[src/vlcp_pkg.sv]
// ----------------------------------------------------------------------------
// vlcp_pkg
// Shared constants, opcodes and control types of the variable-length code
// packer.
// ----------------------------------------------------------------------------
package vlcp_pkg;

    localparam int MAX_CODE_LEN = 32;
    localparam int SYMBOL_COUNT = 256;

    localparam int SYM_W    = 8;
    localparam int CODE_W   = 32;
    localparam int LEN_W    = 6;
    localparam int BYTE_W   = 8;
    localparam int PAD_W    = 3;
    localparam int ADDR_W   = (SYMBOL_COUNT > 1) ? $clog2(SYMBOL_COUNT) : 1;
    localparam int ACC_W    = CODE_W + BYTE_W;
    localparam int NBYTES_W = 3;

    // Stored code lengths never exceed this limit.
    localparam int LEN_LIMIT = (MAX_CODE_LEN < CODE_W) ? MAX_CODE_LEN : CODE_W;

    localparam logic [1:0] OP_LOAD   = 2'd0;
    localparam logic [1:0] OP_ENCODE = 2'd1;
    localparam logic [1:0] OP_FINISH = 2'd2;

    typedef struct packed {
        logic align;
        logic finish;
    } pk_ctrl_t;

    typedef struct packed {
        logic pending;
    } pk_status_t;

endpackage

[src/vlcp_pack_unit.sv]
// ----------------------------------------------------------------------------
// vlcp_pack_unit
// Bit accumulator and byte emitter. The top byte of the accumulator holds the
// partial byte between transactions; completed bytes leave through a single
// output register, one per cycle while m_ready is high.
// ----------------------------------------------------------------------------
module vlcp_pack_unit
    import vlcp_pkg::*;
(
    input  logic              aclk,
    input  logic              aresetn,
    input  pk_ctrl_t          ctrl,
    input  logic [CODE_W-1:0] rd_bits,
    input  logic [LEN_W-1:0]  rd_len,
    output pk_status_t        status,
    output logic              m_valid,
    input  logic              m_ready,
    output logic [BYTE_W-1:0] m_packed_byte,
    output logic [PAD_W-1:0]  m_pad_bits,
    output logic              m_last
);

    logic [ACC_W-1:0]    acc_reg, acc_next;
    logic [2:0]          bc_reg, bc_next;
    logic [NBYTES_W-1:0] nbytes_reg, nbytes_next;
    logic [PAD_W-1:0]    pad_reg, pad_next;
    logic                m_valid_reg, m_valid_next;
    logic [BYTE_W-1:0]   m_byte_reg, m_byte_next;
    logic [PAD_W-1:0]    m_pad_reg, m_pad_next;
    logic                m_last_reg, m_last_next;

    logic [LEN_W-1:0] total;
    logic [LEN_W-1:0] shamt;
    logic [ACC_W-1:0] aligned;
    logic             emit;

    assign total   = LEN_W'({3'b000, bc_reg}) + rd_len;
    assign shamt   = LEN_W'(ACC_W) - total;
    assign aligned = {{(ACC_W-CODE_W){1'b0}}, rd_bits} << shamt;
    assign emit    = (nbytes_reg != '0) && (!m_valid_reg || m_ready);

    always_comb begin
        acc_next     = acc_reg;
        bc_next      = bc_reg;
        nbytes_next  = nbytes_reg;
        pad_next     = pad_reg;
        m_valid_next = m_valid_reg;
        m_byte_next  = m_byte_reg;
        m_pad_next   = m_pad_reg;
        m_last_next  = m_last_reg;

        priority if (ctrl.align) begin
            acc_next    = acc_reg | aligned;
            nbytes_next = NBYTES_W'(total >> 3);
            bc_next     = total[2:0];
            pad_next    = '0;
        end else if (ctrl.finish) begin
            nbytes_next = (bc_reg != '0) ? NBYTES_W'(1) : '0;
            pad_next    = PAD_W'(4'd8 - {1'b0, bc_reg});
            bc_next     = '0;
        end else if (emit) begin
            acc_next    = acc_reg << BYTE_W;
            nbytes_next = nbytes_reg - NBYTES_W'(1);
        end else begin
            acc_next    = acc_reg;
        end

        if (emit) begin
            m_valid_next = 1'b1;
            m_byte_next  = acc_reg[ACC_W-1:ACC_W-BYTE_W];
            m_last_next  = (nbytes_reg == NBYTES_W'(1));
            m_pad_next   = (nbytes_reg == NBYTES_W'(1)) ? pad_reg : '0;
        end else if (m_ready) begin
            m_valid_next = 1'b0;
        end
    end

    always_ff @(posedge aclk) begin
        if (!aresetn) begin
            acc_reg     <= '0;
            bc_reg      <= '0;
            nbytes_reg  <= '0;
            m_valid_reg <= 1'b0;
        end else begin
            acc_reg     <= acc_next;
            bc_reg      <= bc_next;
            nbytes_reg  <= nbytes_next;
            m_valid_reg <= m_valid_next;
        end
    end

    always_ff @(posedge aclk) begin
        pad_reg    <= pad_next;
        m_byte_reg <= m_byte_next;
        m_pad_reg  <= m_pad_next;
        m_last_reg <= m_last_next;
    end

    assign status.pending = (nbytes_reg != '0);
    assign m_valid        = m_valid_reg;
    assign m_packed_byte  = m_byte_reg;
    assign m_pad_bits     = m_pad_reg;
    assign m_last         = m_last_reg;

    // Once all bytes have left, only the partial byte may hold set bits.
    a_acc_settled: assert property (@(posedge aclk) disable iff (!aresetn)
        (nbytes_reg == '0) |-> (acc_reg[ACC_W-BYTE_W-1:0] == '0))
        else $error("accumulator holds bits below the partial byte");

    a_nbytes_range: assert property (@(posedge aclk) disable iff (!aresetn)
        nbytes_reg <= NBYTES_W'(4))
        else $error("more than four bytes pending");

    a_finish_clears: assert property (@(posedge aclk) disable iff (!aresetn)
        ctrl.finish |=> (bc_reg == '0))
        else $error("bit count not cleared by a flush");

endmodule

[config.mk]
export PLATFORM = sky130hd
export DESIGN_NAME = vlcp_pack_unit
export DESIGN_NICKNAME = d
export VERILOG_FILES = /design/src/vlcp_pkg.sv /design/src/vlcp_pack_unit.sv
export SDC_FILE = /design/constraint.sdc
export NUM_CORES = 1
export LEC_CHECK = 0
export CAP_MARGIN = 40
export CELL_PAD_IN_SITES_DETAIL_PLACEMENT = 0
export CELL_PAD_IN_SITES_GLOBAL_PLACEMENT = 1
export CORE_MARGIN = 5
export CORE_UTILIZATION = 53
export CTS_BUF_LIST = sky130_fd_sc_hd__clkbuf_8 sky130_fd_sc_hd__clkbuf_16
export DETAILED_ROUTE_END_ITERATION = 12
export DONT_BUFFER_PORTS = 1
export GPL_TIMING_DRIVEN = 1
export PLACE_DENSITY = 0.89
export SLEW_MARGIN = 20
export SYNTH_ARGS = -nofsm -noshare
export SYNTH_HDL_FRONTEND = slang
export SYNTH_SLANG_ARGS = --single-unit
[constraint.sdc]
create_clock -name aclk -period 8.3 [get_ports aclk]
set_clock_uncertainty 0.2 [all_clocks]
set_input_delay 0.415 -clock aclk [delete_from_list [all_inputs] [get_ports aclk]]
set_output_delay 0.415 -clock aclk [all_outputs]
set_load 0.02 [all_outputs]
; After elaboration in Yosys (flattened, before gate mapping)
; Cells that the tools add are included.
[word_totals]
reg_bits = 62
wordCells = 37
output_inout_bits = 14
[op_classes]
n_reduce_logical = 10
mux = 11
bitwise_logic = 1
eq_ne = 2
n_shift = 1
add_sub_neg = 4
[ops]
columns = cell, n
row1 = $mux 40, 3
row2 = $or 40x40->40, 1
row3 = $shl 32x6->40, 1
row4 = $mux 3, 5
row5 = $reduce_bool 3->1, 3
row6 = $add 3x6->6, 1
row7 = $reduce_bool 2->1, 3
row8 = $sub 6x6->6 const A, 1
row9 = $eq 3x1->1 const B, 1
row10 = $mux 1, 3
row11 = $sub 1x3->3 const A, 1
row12 = $sub 3x1->3 const B, 1
row13 = $ne 2x1->1 const B, 1
row14 = $reduce_and 2->1, 1
row15 = $logic_and 1x1->1, 1
row16 = $logic_not 1->1, 1
row17 = $logic_or 1x1->1, 1

; Depth between registers and ports, before layout
; Gate-level depths: netlist (run 1).
[depth]
word_depth = 6
ltp_mapped = 14
mapped_depth_nobuf = 11

; Least setup slack after synthesis (run 1)
; No wires, ideal clock.
[synth_timing]
path_type = input to register
from = input port rd_len[0]
to = register acc_reg[35]
path_stages = 13
path_buffers = 3
path_slack_ns = 4.771
arrival_time_ns = 3.196
required_ns = 7.966
setup_ns = 0.134
path_cell_list = ha_1 fa_1 inv_1 ha_1 buf_2 buf_2 buf_4 mux4_2 mux2i_1 inv_1 mux4_2 mux2i_1 a31oi_1
[synth_between]
elab_chain_cells = 5
[synth_lines]
columns = item, line_no
row1 = start: declaration, vlcp_pack_unit.sv:14  ; input logic [LEN_W-1:0] rd_len,
row2 = $add 3x6->6, vlcp_pack_unit.sv:37  ; assign total = LEN_W'({3'b000, bc_reg}) + rd_len;
row3 = $sub 6x6->6, vlcp_pack_unit.sv:38  ; assign shamt = LEN_W'(ACC_W) - total;
row4 = $shl 32x6->40, vlcp_pack_unit.sv:39  ; assign aligned = {{(ACC_W-CODE_W){1'b0}}, rd_bits} << shamt;
row5 = $or 40x40->40, vlcp_pack_unit.sv:53  ; acc_next = acc_reg | aligned;
row6 = $mux 40, vlcp_pack_unit.sv:52  ; priority if (ctrl.align) begin
row7 = end signal: assignment, vlcp_pack_unit.sv:85  ; acc_reg <= acc_next;
row8 = end: declaration, vlcp_pack_unit.sv:23  ; logic [ACC_W-1:0] acc_reg, acc_next;
; Every way passes these cells.
; A chain may end at the register's enable or synchronous reset.

; Final worst setup path (run 1)
[layout_timing]
from = register bc_reg[0]
to = register acc_reg[35]
[layout_between]
elab_chain_cells = 5
[layout_lines]
columns = item, line_no
row1 = start: declaration, vlcp_pack_unit.sv:24  ; logic [2:0] bc_reg, bc_next;
row2 = start signal: assignment, vlcp_pack_unit.sv:86  ; bc_reg <= bc_next;
row3 = $add 3x6->6, vlcp_pack_unit.sv:37
row4 = $sub 6x6->6, vlcp_pack_unit.sv:38
row5 = $shl 32x6->40, vlcp_pack_unit.sv:39
row6 = $or 40x40->40, vlcp_pack_unit.sv:53
row7 = $mux 40, vlcp_pack_unit.sv:52
; Every way passes these cells.

==> results of run 1 <==
[placed cells by master, fill, tap and decap left out, types with 8 or more instances in the layout]
cell and n:
nand2_1 64, dfxtp_1 50, mux2i_1 36, nor2_1 34, nor3_1 34, o21ai_0 33, inv_1 27, mux4_2 25
a21oi_1 22, nand3_1 20, a311oi_1 16, mux2_2 14, a31oi_1 13, edfxtp_1 12, or3_1 11, clkbuf_8 10
o21ai_1 9, o211ai_1 9, a211oi_1 8, ha_1 8
[timing repair]
| item | in CTS | in global routing |
|---|---|---|
| setup endpoints to repair | 0 | 0 |
| resized for setup | 0 | 0 |
| endpoints found under the hold margin | 21 | 0 |
| hold buffers | 2 | 0 |
[worst max-delay path, stage by stage (launching register included)]
cell	delay (ns)
dfxtp_1	0.33
ha_2	0.20
fa_1	0.59
inv_1	0.07
ha_1	0.25
o2bb2ai_1	0.20
or3_1	0.55
nand2_2	0.53
mux4_2	0.61
mux2i_1	0.17
a31oi_1	0.10
[layout make-up]
type | count | area [µm²] | share of cell area (%)
multi-input cells | 448 | 3450 | 63.7
inverters | 27 | 101 | 1.87
clock inverters | 5 | 47.5 | 0.877
clock buffers | 11 | 163 | 3.00
flip-flops and latches | 62 | 1360 | 25.1
well taps | 133 | 166 | 3.07
repair buffers | 13 | 128 | 2.36
[metal layers]
| layer | wire length [µm] | share of wire (%) |
|---|---|---|
| met3 | 1050 | 7.6 |
| met4 | 255 | 1.8 |
| met5 | 0 | 0 |
| met2 | 5990 | 43 |
| met1 | 6550 | 47 |
[worst max-delay path by stage]
stage                           start                  endpoint  slack, ns  cells after the start
2_1_floorplan               rd_len[0]  acc_reg[35]$_SDFFE_PN0P_       4.77                     13
3_3_place_gp                rd_len[0]  acc_reg[11]$_SDFFE_PN0P_       3.39                      8
3_5_place_dp                rd_len[0]  acc_reg[35]$_SDFFE_PN0P_       4.33                     10
4_1_cts        bc_reg[0]$_SDFFE_PN0P_  acc_reg[35]$_SDFFE_PN0P_       4.38                      9
5_1_grt        bc_reg[0]$_SDFFE_PN0P_  acc_reg[35]$_SDFFE_PN0P_       4.18                      9
6_report       bc_reg[0]$_SDFFE_PN0P_  acc_reg[35]$_SDFFE_PN0P_       4.35                     10
[per-stage QoR]
stage	utilization [%]	setup slack, ns	std cells	hold WS [ns]
detailed placement	53.7	4.33	679	0.237
global route	56.2	4.18	699	0.0101
finish	56.2	4.35	699	0.0127
CTS	56.1	4.38	697	0.00343
global placement	53.1	3.39	675	0.232
floorplan	-	4.77	588	0.220
[power groups by stage]
stage	Combinational, W	Clock (W)	Sequential (W)
6_report	0.000629	0.000277	0.000379
5_1_grt	0.000689	0.000292	0.000384
4_1_cts	0.000617	0.000281	0.000379
3_5_place_dp	0.000611	0	0.000386
3_3_place_gp	0.000597	0	0.000385
2_1_floorplan	0.000500	0	0.000379
[kinds of logic (layout without fill, tap and decap cells)]
| logic type | count (synthesis) | count (layout) |
|---|---|---|
| mux | 75 | 75 |
| simple gates | 197 | 197 |
| xor+xnor | 10 | 10 |
| flops | 62 | 62 |
| buf+inv | 78 | 56 |
| compound gates | 155 | 155 |
| fa+ha+maj | 11 | 11 |
==> out/qor.csv, run 1 <==
stage,metric,value,unit
clocking,clock_sinks,62,
min_path,min_path_type,primary input to register,
power_and_ir_drop,power,0.00129,W
worst_setup_path,r2r_slack,4.35,ns
logic_synthesis,netlist.area_leader.share,19.4,%
worst_setup_path,crit_type,register to register,
finish,final_nets,614,
logic_synthesis,synth_area_leaders,"dfxtp_1 19%, mux4_2 11%, mux2i_1 7.0%",
logic_synthesis,ys_warn_count,0,
placement,gp_congestion,0.919,
logic_synthesis,synth-xor-area-share,3.30,%
timing,final-setup-viol-count,0,
clocking,post_cts_buffers,0,
min_path,hold_end,acc_reg[35]$_SDFFE_PN0P_,
logic_synthesis,synthesis.nets,641,
power_and_ir_drop,ir_drop,0.0000980,V
finish,largest_reg_flops,40,
timing,worst_pin_slew,0.802,ns
die,die_h,109,µm
detailed_routing,first_iter_violations,382,
clocking,cts_tree,built,
logic_synthesis,synthTopCellsByCount,"64 x nand2_1, 50 x dfxtp_1, 36 x mux2i_1",
worst_setup_path,r2r_start,bc_reg[0]$_SDFFE_PN0P_,
power_and_ir_drop,p_sw_share,40.6,%
global_routing,grtUsageTotal,24.6,%
logic_synthesis,synth_compound_area_share,21.4,%
logic_synthesis,ys_ff_latch,62,
clocking,clkTransAtPathRegs,0.07,ns
power_and_ir_drop,intPower,0.000763,W
worst_setup_path,r2r_end,acc_reg[35]$_SDFFE_PN0P_,
die,fp-row-count,36,
logic_synthesis,synth_edf_count,12,
logic_synthesis,synth_top_family_by_area,compound AO/OA/AOI/OAI gates,
logic_synthesis,synth_async_sr_flop_share,0,%
finish,final_area,5420,µm²
worst_setup_path,required,8.30,ns
detailed_routing,drt_pass1_iterations,5,
clocking,htree_num_levels,3,
detailed_routing,vias,4546,
global_routing,busiest_layer,met2,
logic_synthesis,synth_most_common_cell,nand2_1,
power_and_ir_drop,leakage,2.01,nW
finish,diodes,0,
worst_setup_path,reg2reg_depth,10,
timing,setup-tns-final,0,ns
global_routing,grt_max_degree,43,
detailed_routing,drc,0,
die,boundaryPins,57,
timing,finalHoldViolCount,0,
global_routing,grt-ovfl-total,0,
die,core,9640,µm²
global_routing,grt_util_met2,36.0,%
logic_synthesis,synth.largest_area_cell,dfxtp_1,
clocking,insertion_delay,0.35,ns
logic_synthesis,synthCells,588,
timing,drv_slew,0,
worst_setup_path,cp_max_fo,24,
clocking,cts_buffers,9,
detailed_routing,via_per_inst,6.50,
power_and_ir_drop,pwr-share-comb,48.9,%
global_routing,first_global_vias,4199,
timing,relSlewSlack,46.5,%
min_path,min-delay-start,aresetn,
worst_setup_path,arrival,3.95,ns
logic_synthesis,yosysSeqAreaShare,26.4,%
global_routing,grt_pass1_wl,22.9,mm
logic_synthesis,synth_mux_area_share,21.0,%
power_and_ir_drop,clock_power_share,21.6,%
logic_synthesis,syn_area,5160,µm²
finish,num-fill-cells,916,
power_and_ir_drop,power_density,237,nW/µm²
logic_synthesis,syn_avg_cell_area,8.77,µm²
die,fp.dieArea,11800,µm²
power_and_ir_drop,p_seq_share,29.5,%
detailed_routing,wire_per_inst,19.8,µm
timing,rsz0062_at_grt,false,
logic_synthesis,synth_ff_type,dfxtp_1,
detailed_routing,drt_wl_total,13.8,mm
logic_synthesis,yosysUniqueCellTypes,73,
die,start_util,53.5,%
min_path,min_path_cells,2,
timing,final.period_utilization,47.5,%
worst_setup_path,startpoint_type,register,
run_status,outcome,"finished, final reports clean",
timing,fmax,253,MHz
detailed_routing,postRouteAntennaNets,0,
die,die_w,109,µm
global_routing,gr-usage-met3,5.09,%
timing,period_needed,3.95,ns
flow_run,cap_violations,0,
placement,dpl_cell_area,5180,µm²
finish,area_growth,5.04,%
global_routing,antenna_found_initial,0,
clocking,cts_root_buffer,clkbuf_8,
placement,portBuffers,0,
global_routing,met1_usage,35.7,%
placement,dp_hpwl,9.99,mm
logic_synthesis,synthAdderAreaFrac,2.79,%
power_and_ir_drop,netSwitchingPower,0.000522,W
clocking,cts.path.max_buffers,2,
logic_synthesis,yosys.area_share.simple,18.1,%
worst_setup_path,endpoint_kind,register,
finish,drive_above_1_share,15.4,%
Note: power is estimated with default switching activity, not from simulation.
==> inputs of run 2 (changes only) <==
- CORE_UTILIZATION: 53 -> 50
- PLACE_DENSITY: 0.89 -> 0.85
- clock period: 8.3 -> 3.75 ns (I/O delays scaled with it)
==> out/qor.csv, run 2 (synthesis results as in run 1) <==
stage,metric,value,unit,change
run_status,outcome,"finished, final reports clean",,unchanged
worst_setup_path,cpPeakStageDelay,0.57,ns,was 0.61 ns
worst_setup_path,r2r_slack,0.15,ns,was 4.35 ns
clocking,htree_num_levels,3,,unchanged
finish,mostFrequentLayoutCell,nand2_1,,unchanged
timing,finalHoldViolCount,0,,unchanged
finish,final_nets,629,,was 614
clocking,clkTransAtPathRegs,0.06,ns,was 0.07 ns
die,die_w,112,µm,was 109 µm
die,core,10200,µm²,was 9640 µm²
min_path,min_path_cells,2,,unchanged
clocking,cts.path.max_buffers,2,,unchanged
power_and_ir_drop,clock_power_share,18.7,%,was 21.6%
power_and_ir_drop,p_sw_share,40.9,%,was 40.6%
detailed_routing,postRouteAntennaNets,0,,unchanged
detailed_routing,first_iter_violations,295,,was 382
clocking,insertion_delay,0.33,ns,was 0.35 ns
flow_run,cap_violations,0,,unchanged
min_path,min-delay-start,aresetn,,unchanged
clocking,cts_root_buffer,clkbuf_8,,unchanged
timing,fmax,278,MHz,was 253 MHz
global_routing,antenna_found_initial,0,,unchanged
die,fp-row-count,37,,was 36
finish,multi_input_area,3460,µm²,was 3450 µm²
die,die_h,112,µm,was 109 µm
power_and_ir_drop,leakage,2.08,nW,was 2.01 nW
worst_setup_path,crit_chain,"ha_2, fa_1, inv_1, ha_1, o2bb2ai_1, or3_1, nand2_2, mux4_2, mux2i_1, o31a_1",,"was ha_2, fa_1, inv_1, ha_1, o2bb2ai_1, or3_1, nand2_2, mux4_2, mux2i_1, a31oi_1"
detailed_routing,drt_pass1_iterations,5,,unchanged
finish,num-fill-cells,950,,was 916
global_routing,grt_pass1_wl,22.5,mm,was 22.9 mm
timing,setup-tns-final,0,ns,unchanged
worst_setup_path,cp.depth,10,,unchanged
clocking,cts_tree,built,,unchanged
finish,regArea,1360,µm²,unchanged
power_and_ir_drop,p_seq_share,29.9,%,was 29.5%
placement,pre_cts_slack,0.193,ns,was 4.33 ns
global_routing,met1_usage,32.2,%,was 35.7%
timing,drv_slew,0,,unchanged
finish,mostFrequentLayoutCells,"64 x nand2_1, 50 x dfxtp_1, 36 x mux2i_1",,unchanged
worst_setup_path,reg2reg_depth,10,,unchanged
die,fp.dieArea,12400,µm²,was 11800 µm²
power_and_ir_drop,intPower,0.00166,W,was 0.000763 W
timing,worst_slack,0.149,ns,was 4.35 ns
die,boundaryPins,57,,unchanged
timing,final-setup-viol-count,0,,unchanged
power_and_ir_drop,ir_drop,0.000223,V,was 0.0000980 V
timing,hold_ws,0.0116,ns,was 0.0127 ns
clocking,clock_sinks,62,,unchanged
clocking,post_cts_buffers,0,,unchanged
worst_setup_path,arrival,3.68,ns,was 3.95 ns
detailed_routing,wire_per_inst,19.2,µm,was 19.8 µm
detailed_routing,drt_wl_total,13.8,mm,about the same
finish,diodes,0,,unchanged
worst_setup_path,r2r_end,acc_reg[34]$_SDFFE_PN0P_,,was acc_reg[35]$_SDFFE_PN0P_
power_and_ir_drop,pwr-share-comb,51.5,%,was 48.9%
worst_setup_path,cp_max_fo,17,,was 24
worst_setup_path,crit_type,register to register,,unchanged
clocking,cts_buffers,9,,unchanged
global_routing,grtUsageTotal,21.9,%,was 24.6%
finish,drive_above_1_share,16.4,%,was 15.4%
worst_setup_path,required,3.82,ns,was 8.30 ns
global_routing,grt_max_degree,43,,unchanged
timing,relSlewSlack,41.5,%,was 46.5%
finish,finish.utilization,54.4,%,was 56.2%
min_path,min_path_type,primary input to register,,unchanged
global_routing,gr-usage-met3,4.62,%,was 5.09%
placement,dp_hpwl,10.2,mm,was 9.99 mm
worst_setup_path,endpoint_kind,register,,unchanged
worst_setup_path,cp_slowest_cell,fa_1,,was mux4_2
power_and_ir_drop,netSwitchingPower,0.00115,W,was 0.000522 W
finish,largest_reg_flops,40,,unchanged
timing,rsz0062_at_grt,false,,unchanged
timing,final.period_utilization,96.0,%,was 47.5%
worst_setup_path,critical-path-top-delay-family,adder cells,,was simple AND/OR/NAND/NOR gates
detailed_routing,vias,4584,,was 4546
die,start_util,50.7,%,was 53.5%
placement,gp_congestion,0.917,,was 0.919
detailed_routing,via_per_inst,6.40,,was 6.50
detailed_routing,drc,0,,unchanged
worst_setup_path,cp_num_buf_inv,1,,unchanged
global_routing,first_global_vias,4118,,was 4199
worst_setup_path,r2r_start,bc_reg[0]$_SDFFE_PN0P_,,unchanged
global_routing,grt-ovfl-total,0,,unchanged
timing,period_needed,3.60,ns,was 3.95 ns
global_routing,grt_util_met2,32.2,%,was 36.0%
min_path,hold_end,acc_reg[16]$_SDFFE_PN0P_,,was acc_reg[35]$_SDFFE_PN0P_
timing,worst_pin_slew,0.873,ns,was 0.802 ns
global_routing,busiest_layer,met2,,unchanged
finish,area_growth,7.45,%,was 5.04%
power_and_ir_drop,power_density,507,nW/µm²,was 237 nW/µm²
worst_setup_path,startpoint_type,register,,unchanged
placement,portBuffers,0,,unchanged
run 2: cell count changes in the layout (fill, tap and decap cells not counted), moves of 2 or more:
cell,before,now
buf_12,1,3
dlygate4sd3_1,2,7
clkbuf_8,10,12
buf_6,2,0
buf_4,6,17
run 2: repair_timing:
action	CTS	global route
resized for setup	0	3
hold buffers	8	0
setup endpoints to repair	0	7
hold endpoints to repair	38	0
run 2: per-stage QoR:
step / power [W] / cell area [µm²] / std cells
after floorplan: 0.00195 / 5160 / 588
after global placement: 0.00223 / 5250 / 692
after detailed placement: 0.00225 / 5250 / 692
after CTS: 0.00279 / 5520 / 715
after global routing: 0.00300 / 5540 / 716
final: 0.00281 / 5540 / 716
run 2: per-layer routing:
layer,vias up,part of all wire (%)
li1,2192,-
met1,2170,47
met2,207,44
met3,15,7.6
met4,0,1.7
met5,-,0
run 2: cell type report:
class	count	area share, %
sequential	62	24.6
multi-input combinational	448	62.4
tap	136	3.07
timing repair buffer	28	4.92
clock buffer	12	2.98
inverter	27	1.83
clock inverter	3	0.226
run 2: power groups by stage:
stage	registers, W	logic (W)	clock network [W]
global placement	0.000851	0.00138	0
finish	0.000840	0.00145	0.000524
detailed placement	0.000855	0.00140	0
global route	0.000848	0.00159	0.000563
CTS	0.000840	0.00142	0.000534
floorplan	0.000840	0.00111	0
run 2: worst max-delay path by stage:
stage | from | endpoint | slack [ns]
global route | bc_reg[0]$_SDFFE_PN0P_ | acc_reg[11]$_SDFFE_PN0P_ | 0.005
detailed placement | bc_reg[0]$_SDFFE_PN0P_ | acc_reg[34]$_SDFFE_PN0P_ | 0.19
floorplan | bc_reg[0]$_SDFFE_PN0P_ | acc_reg[35]$_SDFFE_PN0P_ | 0.34
global placement | bc_reg[0]$_SDFFE_PN0P_ | acc_reg[34]$_SDFFE_PN0P_ | 0.23
finish | bc_reg[0]$_SDFFE_PN0P_ | acc_reg[34]$_SDFFE_PN0P_ | 0.15
CTS | bc_reg[0]$_SDFFE_PN0P_ | acc_reg[34]$_SDFFE_PN0P_ | 0.17
==> inputs of run 3 (changes only) <==
- CORE_ASPECT_RATIO: default -> 1.25
==> out/qor.csv, run 3 (synthesis results as in run 1) <==
stage,metric,value,unit,change
placement,portBuffers,0,,unchanged
timing,setup-tns-final,0,ns,unchanged
placement,gp_congestion,0.933,,was 0.917
timing,worst_pin_slew,0.811,ns,was 0.873 ns
global_routing,grtUsageTotal,23.5,%,was 21.9%
worst_setup_path,startpoint_type,register,,unchanged
timing,final-setup-viol-count,0,,unchanged
clocking,cts_tree,built,,unchanged
clocking,clkTransAtPathRegs,0.05,ns,was 0.06 ns
timing,relSlewSlack,45.9,%,was 41.5%
run_status,outcome,"finished, final reports clean",,unchanged
clocking,cts_root_buffer,clkbuf_16,,was clkbuf_8
timing,period_needed,3.60,ns,about the same
global_routing,antenna_found_initial,0,,unchanged
placement,pre_cts_slack,0.173,ns,was 0.193 ns
min_path,min_path_type,primary input to register,,unchanged
finish,drive_above_1_share,17.0,%,was 16.4%
die,die_h,124,µm,was 112 µm
timing,worst_slack,0.151,ns,was 0.149 ns
timing,fmax,278,MHz,about the same
clocking,cts.path.max_buffers,2,,unchanged
finish,num-fill-cells,889,,was 950
power_and_ir_drop,power_density,562,nW/µm²,was 507 nW/µm²
clocking,clock_sinks,62,,unchanged
worst_setup_path,arrival,3.61,ns,was 3.68 ns
die,die_w,101,µm,was 112 µm
global_routing,grt_pass1_wl,23.3,mm,was 22.5 mm
die,start_util,51.0,%,was 50.7%
clocking,cts_buffers,9,,unchanged
timing,drv_slew,0,,unchanged
finish,largest_reg_flops,40,,unchanged
detailed_routing,wire_per_inst,20.0,µm,was 19.2 µm
detailed_routing,via_per_inst,6.52,,was 6.40
die,fp-row-count,41,,was 37
timing,finalHoldViolCount,0,,unchanged
detailed_routing,first_iter_violations,431,,was 295
detailed_routing,drt_wl_total,14.3,mm,was 13.8 mm
detailed_routing,vias,4647,,was 4584
detailed_routing,drc,0,,unchanged
worst_setup_path,required,3.76,ns,was 3.82 ns
finish,diodes,0,,unchanged
flow_run,cap_violations,0,,unchanged
die,fp.dieArea,12500,µm²,was 12400 µm²
finish,final_nets,632,,was 629
clocking,insertion_delay,0.32,ns,was 0.33 ns
detailed_routing,drt_pass1_iterations,5,,unchanged
clocking,post_cts_buffers,0,,unchanged
placement,dp_hpwl,10.5,mm,was 10.2 mm
finish,mostFrequentLayoutCells,"64 x nand2_1, 50 x dfxtp_1, 36 x mux2i_1",,unchanged
worst_setup_path,cp_max_fo,42,,was 17
clocking,htree_num_levels,3,,unchanged
timing,hold_ws,0.0232,ns,was 0.0116 ns
global_routing,first_global_vias,4446,,was 4118
die,boundaryPins,57,,unchanged
finish,area_growth,10.4,%,was 7.45%
global_routing,grt-ovfl-total,0,,unchanged
power_and_ir_drop,leakage,2.16,nW,was 2.08 nW
global_routing,grt_max_degree,43,,unchanged
power_and_ir_drop,ir_drop,0.000265,V,was 0.000223 V
timing,final.period_utilization,96.0,%,about the same
worst_setup_path,endpoint_kind,register,,unchanged
timing,rsz0062_at_grt,false,,unchanged
worst_setup_path,crit_type,register to register,,unchanged
detailed_routing,postRouteAntennaNets,0,,unchanged
placement,place_inst,689,,was 692
finish,instances_no_fill,713,,was 716
die,core,10100,µm²,was 10200 µm²
finish,mostFrequentLayoutCell,nand2_1,,unchanged
[run 3: path summary, 6_finish.rpt]
kind	from	to	slack (ns)	depth (start not counted)
max	bc_reg[0]$_SDFFE_PN0P_	acc_reg[34]$_SDFFE_PN0P_	0.15	10
max reg2reg	bc_reg[0]$_SDFFE_PN0P_	acc_reg[34]$_SDFFE_PN0P_	0.15	10
min reg2reg	acc_reg[34]$_SDFFE_PN0P_	m_packed_byte[2]$_DFFE_PP_	0.26	0
min	ctrl[1]	acc_reg[10]$_SDFFE_PN0P_	0.02	3
[run 3: stage by stage]
step | util, % | cell area (µm²) | total power (W)
finish | 56.3 | 5690 | 0.00320
global route | 56.3 | 5690 | 0.00338
CTS | 56.3 | 5690 | 0.00319
detailed placement | 52.3 | 5280 | 0.00229
global placement | 52.2 | 5270 | 0.00228
floorplan | - | 5160 | 0.00195
[run 3: area by class of cell]
class / count / area (µm²) / area share (%)
timing repair buffer: 31 / 300 / 5.27
sequential: 62 / 1360 / 23.9
clock inverter: 6 / 77.6 / 1.36
clock buffer: 10 / 239 / 4.20
inverter: 27 / 101 / 1.78
multi-input combinational: 448 / 3450 / 60.6
tap: 129 / 161 / 2.84
[run 3: per-layer routing]
| metal | GRT usage [%] | up-vias | wire, µm |
|---|---|---|---|
| met5 | 0 | - | 0 |
| met3 | 4.40 | 29 | 995 |
| met2 | 38.1 | 219 | 6690 |
| li1 | - | 2196 | - |
| met4 | 8.68 | 0 | 398 |
| met1 | 31.2 | 2203 | 6200 |
[run 3: what timing repair did]
item                                    in CTS  in global routing
hold endpoints to repair                    37                  0
gates resized for setup                      0                  1
hold buffers                                 8                  0
endpoints found under the setup margin       0                  1
[run 3: worst max-delay path, cell delays in order (launching register included)]
cell and delay [ns]:
dfxtp_1 0.33, ha_2 0.20, fa_1 0.57, inv_1 0.07, ha_1 0.32, buf_12 0.23
mux4_2 0.36, mux2i_1 0.47, mux4_2 0.36, mux2i_1 0.11, o31a_1 0.28
[run 3: report_power, final]
part | internal (W) | switching, W | total [W]
Combinational | 0.000623 | 0.000866 | 0.00149
Sequential | 0.000769 | 0.0000699 | 0.000839
Clock | 0.000592 | 0.000280 | 0.000872
